$ cat src/design/ramts_pkg.sv
// ramts_pkg: shared types, codes and defaults for the range add / min search block
// no dependencies

package ramts_pkg;

    localparam int MAX_LEAVES_DEF = 1024;
    localparam int VALUE_BITS_DEF = 16;

    localparam int OP_W   = 2;
    localparam int POS_W  = 11;
    localparam int CFG_W  = 11;
    localparam int FIDX_W = 11;

    localparam logic [CFG_W-1:0] USED_RESET = 11'd1024;

    typedef enum logic [OP_W-1:0] {
        OP_INSERT = 2'd0,
        OP_DELETE = 2'd1,
        OP_APPEND = 2'd2,
        OP_NONE   = 2'd3
    } t_op;

    typedef enum logic [2:0] {
        S_INIT,
        S_IDLE,
        S_READ,
        S_MOD,
        S_DONE
    } t_state;

    typedef struct packed {
        logic init_wr;
        logic load;
        logic rd;
        logic modify;
        logic out_load;
    } t_cmd;

    typedef struct packed {
        logic init_last;
        logic stop;
        logic op_none;
        logic out_free;
    } t_sts;

endpackage

$ cat src/design/ramts_ctrl.sv
// ramts_ctrl: sequencer for reload sweep, leaf walk and result hand-off
// depends on ramts_pkg

module ramts_ctrl (
    input  logic            i_clk,
    input  logic            i_rst_n,
    input  logic            i_cfg_we,
    input  logic            i_valid,
    input  ramts_pkg::t_sts i_sts,
    output logic            o_ready,
    output ramts_pkg::t_cmd o_cmd
);

    ramts_pkg::t_state r_state;
    ramts_pkg::t_state n_state;

    always_ff @(posedge i_clk) begin
        if (!i_rst_n) begin
            r_state <= ramts_pkg::S_INIT;
        end else begin
            r_state <= n_state;
        end
    end

    always_comb begin
        n_state = r_state;
        case (r_state)
            ramts_pkg::S_INIT: begin
                if (i_sts.init_last) n_state = ramts_pkg::S_IDLE;
            end
            ramts_pkg::S_IDLE: begin
                if (i_valid) begin
                    n_state = i_sts.op_none ? ramts_pkg::S_DONE : ramts_pkg::S_READ;
                end
            end
            ramts_pkg::S_READ: n_state = ramts_pkg::S_MOD;
            ramts_pkg::S_MOD: begin
                n_state = i_sts.stop ? ramts_pkg::S_DONE : ramts_pkg::S_READ;
            end
            ramts_pkg::S_DONE: begin
                if (i_sts.out_free) n_state = ramts_pkg::S_IDLE;
            end
            default: n_state = ramts_pkg::S_INIT;
        endcase
        // a register write restarts the reload sweep
        if (i_cfg_we) n_state = ramts_pkg::S_INIT;
    end

    always_comb begin
        o_cmd   = '0;
        o_ready = 1'b0;
        case (r_state)
            ramts_pkg::S_INIT: o_cmd.init_wr = 1'b1;
            ramts_pkg::S_IDLE: begin
                o_ready    = 1'b1;
                o_cmd.load = i_valid;
            end
            ramts_pkg::S_READ: o_cmd.rd = 1'b1;
            ramts_pkg::S_MOD:  o_cmd.modify = 1'b1;
            ramts_pkg::S_DONE: o_cmd.out_load = i_sts.out_free;
            default: o_cmd = '0;
        endcase
    end

endmodule

$ cat config.mk
export PLATFORM = sky130hd
export DESIGN_NAME = ramts_ctrl
export DESIGN_NICKNAME = d
export VERILOG_FILES = /design/src/design/ramts_pkg.sv /design/src/design/ramts_ctrl.sv
export SDC_FILE = /design/constraint.sdc
export NUM_CORES = 1
export LEC_CHECK = 0
export BUFFER_PORTS_ARGS = -buffer_cell sky130_fd_sc_hd__buf_2
export CAP_MARGIN = 10
export CORE_AREA = 5 5 42 44
export CTS_CLUSTER_SIZE = 28
export DETAILED_ROUTE_END_ITERATION = 7
export DIE_AREA = 0 0 47 49
export GPL_ROUTABILITY_DRIVEN = 1
export HOLD_SLACK_MARGIN = 0.1
export MAX_ROUTING_LAYER = met4
export PLACE_DENSITY_LB_ADDON = 0.2
export SLEW_MARGIN = 20
export SYNTH_ARGS = -nofsm -noshare
export SYNTH_HDL_FRONTEND = slang
export SYNTH_SLANG_ARGS = --single-unit
export TNS_END_PERCENT = 100
$ cat constraint.sdc
create_clock -name i_clk -period 1.3 [get_ports i_clk]
set_clock_uncertainty 0.15 [all_clocks]
set_input_delay 0.065 -clock i_clk [delete_from_list [all_inputs] [get_ports i_clk]]
set_output_delay 0.065 -clock i_clk [all_outputs]
set_load 0.01 [all_outputs]
Word level (Yosys, flattened, before mapping)
Cells that the tools add are included.

word-level totals
  register bits = 3
  input port bits = 8
  output and inout bits = 6
  logic and storage cells = 24

cells by class
  equality and inequality tests = 7
  mux-type cells = 12
  bitwise logic cells = 1
  reductions and logical operators = 3

operators with widths
  operator              number
  $mux W3               5
  $pmux W3 S5           1
  $eq A3 B2 Y1 const B  2
  $mux W1               6
  $ne A2 B2 Y1 const B  3
  $eq A3 B1 Y1 const B  1
  $eq A3 B3 Y1 const B  1
  $logic_not A3 Y1      1
  $reduce_and A3 Y1     1
  $reduce_or A2 Y1      1
  $not A1 Y1            1

Longest topological paths before layout
  depth in word-level cells = 3
  gate-level depth with buffers = 4
  gate-level depth less buffers = 3

Worst setup path after synthesis
OpenSTA, ideal clock, no wires.

  path type = flip-flop to flip-flop
  start point = register r_state[1]
  end point = register r_state[2]
  library setup time = 0.122 ns
  arrival = 0.959 ns
  data required time = 1.028 ns
  path slack = 0.070 ns
  cell stages (with the launch flop) = 5
  path buffers = 1
  clock period less this slack = 1.230 ns
  cells stage by stage = dfxtp_1 > buf_6 > and3b_1 > a221oi_1 > nor2_1

on the way
  word-level cells in the longest chain between the ends = 3
  elaborated cells between the ends (all ways) = 10
  those cells by class = eq/ne: 7; mux: 1; reduce/logical: 2

ends and longest elaborated chain
  item                                        line              text
  start: declaration                          ramts_ctrl.sv:14  ramts_pkg::t_state r_state;
  start signal: assignment                    ramts_ctrl.sv:19  r_state <= ramts_pkg::S_INIT;
  start signal: assignment                    ramts_ctrl.sv:21  r_state <= n_state;
  $eq A3 B3 Y1, or another cell as far along  ramts_ctrl.sv:27  case (r_state)
  $ne A2 B2 Y1 (no source line)               -
  $reduce_and A3 Y1 (no source line)          -

Several ways; a longest one is shown, not always the timed one.
A chain may end at the register's enable or synchronous reset.

==> reports/qor.csv <==
stage,metric,value,unit
outcome,status,finished clean,
power,Sw Share,0.228,
synthesis,cell taking the most area after synthesis,dfxtp_1,
finish,proportion of layout cells with a drive suffix above 1,0.510,
finish,n_diodes,0,
global_routing,largest net degree at the start of global routing,11,
power,Leakage Power,0.205,nW
global_routing,GRT met2 Usage,0.0905,
timing,Period minus WS final,1.26,ns
routing,DRT Wirelength,642,microns
worst_setup_path,Critical Path Source,i_sts[0],
finish,Reg with most FFs,r_state,
timing,Final Cycle Share,0.967,
placed_design,IO Port Bufs,13,
synthesis,Ys Warns,0,
die,Die Y,49,microns
placed_design,final RePlAce weighted congestion,0.684,
synthesis,Synth cell types,19,
global_routing,global-route wire length before repair,1190,microns
worst_setup_path,kind of critical path,in -> out,
worst_setup_path,CP endpoint,o_cmd[0],
timing,final hold vios,0,
finish,"commonest non-fill, non-tap cell in the layout",buf_2,
worst_setup_path,reg-to-reg startpoint,r_state[2],
placed_design,placed wire-length estimate,480,microns
clock_network,clk sinks,3,
timing,slew of the pin with the lowest slew margin,0.267,ns
global_routing,Total GRT Usage,0.0736,
timing,Final Max Slew Viols,0,
worst_setup_path,required time worst endpoint,1.09,ns
die,Initial Util,0.157,
global_routing,global routing's busiest layer,met1,
routing,Post-DRT Antenna Nets,0,
routing,number of remaining DRC errors,0,
die,DIE AREA,2300,sq um
routing,Initial DRT Pass Iterations,2,
timing,RSZ-0062 raised after global routing,true,
clock_network,CTS H-tree depth,1,
worst_setup_path,startpoint types,primary input,
finish,P&R area growth vs syn,87.5,%
worst_setup_path,CP Capture Type,output pin,
finish,fin area,413,sq um
worst_hold_path,HP Class,in -> reg,
global_routing,grt total ovfl,0,
routing,DRT iter0 DRCs,5,
worst_setup_path,Worst Path Arrival,1.04,ns
die,core footprint,1400,sq um
finish,final net count,58,
finish,final core occ,0.295,
global_routing,met1 usage,0.0965,
clock_network,CTS Buffer Depth,2,
die,die width,47,microns
synthesis,Syn Nets,34,
synthesis,Syn Inst Count,26,
timing,final setup vio count,0,
synthesis,Synth Cell Area,220,sq um
clock_network,postcts setup bufs,0,
placed_design,Placed Area,298,sq um
power,PD cells,751,nW/um^2
worst_setup_path,worst r2r dst,r_state[0],
power,Max IR drop VDD,0.173,mV
clock_network,CTS Root Buffer Type,clkbuf_4,
clock_network,TritonCTS clock tree,done,
routing,via count,269,
power,Internal Pwr Total,239,uW
clock_network,TritonCTS buffer count,3,
clock_network,"CTS clk-pin slew, worst paths",0.04,ns
power,Psw,70.9,uW
routing,WL/cell,9.88,microns
clock_network,worst skew pair latency,0.23,ns
timing,Rel. slew slack,0.820,
worst_setup_path,"Max FO, Critical Path",3,
global_routing,grt met3 use,0.0221,
synthesis,register area share after synthesis,0.273,
finish,max reg flops,3,
die,I/O pin cnt,14,
synthesis,"FF+latch count, synth",3,
timing,fmax,796,MHz
finish,most frequent cells in the layout,"buf_2, dlygate4sd3_1, clkbuf_4, buf_4",
finish,Fillers,157,
global_routing,initial antenna violation count,0,
power,clock share of power,0.528,
global_routing,vias in the first global route,276,
power,Comb pwr share,0.162,
worst_setup_path,R2R setup slack,0.10,ns
worst_setup_path,Reg2Reg Depth,4,
synthesis,synth top area cells,"dfxtp_1, buf_6, nor4b_1, a31oi_1, and4bb_1",
job,MaxCap Viol Count,0,
power,Seq pwr share,0.311,
synthesis,syn_area_per_cell,8.47,sq um
synthesis,Synth top area share,0.273,
finish,largest registers,r_state: 3 flops,
die,Rows,14,
routing,via/cell ratio,4.14,
[power by group through the flow]
stage	Combinational, mW	Clock [mW]	Sequential, mW
floorplan	0.0201	0	0.0965
global placement	0.0345	0	0.100
detailed placement	0.0342	0	0.0998
CTS	0.0502	0.174	0.0989
global route	0.0573	0.183	0.0969
finish	0.0501	0.164	0.0964
[per-layer routing]
metal	routed length (microns)	share of wire
met1	301	0.47
met2	302	0.47
met3	39	0.061
met4	0	0
met5	0	0
[layout make-up]
type | instances | area [sq um] | share of cell area
repair buffers | 22 | 155 | 0.376
multi-input cells | 19 | 139 | 0.336
flip-flops and latches | 3 | 68.8 | 0.167
clock buffers | 4 | 26.3 | 0.0636
well taps | 16 | 20.0 | 0.0485
inverters | 1 | 3.75 | 0.00909
[how the worst min path moves through the flow]
stage	start	endpoint	slack (ns)	cells after the start
floorplan	i_sts[1]	r_state[2]	0.07	2
CTS	r_state[2]	r_state[1]	0.44	2
detailed placement	i_sts[2]	r_state[2]	0.20	3
global placement	i_sts[1]	r_state[2]	0.19	3
global route	i_valid	r_state[1]	0.26	3
finish	i_valid	r_state[0]	0.21	4
[metrics by stage]
step | std cells | setup TNS, ns | hold WS, ns | power, mW | worst slack [ns]
after CTS | 66 | 0 | 0.444 | 0.323 | 0.00779
final | 65 | 0 | 0.206 | 0.310 | 0.0434
after floorplan | 26 | 0 | 0.0745 | 0.117 | 0.0698
after global routing | 65 | -0.0218 | 0.259 | 0.337 | -0.0120
after global placement | 55 | 0 | 0.189 | 0.134 | 0.0965
after detailed placement | 55 | 0 | 0.202 | 0.134 | 0.0665
[worst max-delay path, cell delays in order]
cell and delay (ns):
dlygate4sd3_1 0.53, buf_2 0.13, and3_2 0.18, buf_2 0.13
[Yosys cell counts]
cell type,number
nor2_1,3
and3b_1,1
nand2b_1,1
nor4b_1,2
dfxtp_1,3
buf_6,2
nor4_1,1
and3_1,1
and2_1,1
inv_1,1
buf_4,1
nor3b_1,1
a31oi_1,2
a221oi_1,1
and4bb_1,1
a21oi_1,1
o21ai_0,1
and3_2,1
nor3_1,1
[logic make-up (layout without fill, tap and decap cells)]
logic type | Yosys count | in the layout | share of synthesized area
DFF | 3 | 3 | 0.273
AOI/OAI and AO/OA | 5 | 5 | 0.142
and+or+nand+nor | 14 | 14 | 0.432
buffers and inverters | 4 | 27 | 0.153
[timing repair]
item | 4_1_cts | 5_1_grt
gates resized for setup | 2 | 7
pin swaps | 0 | 2
setup endpoints to repair | 5 | 7
endpoints found under the hold margin | 3 | 0
hold buffers | 7 | 0
(Power assumes the default switching activity.)
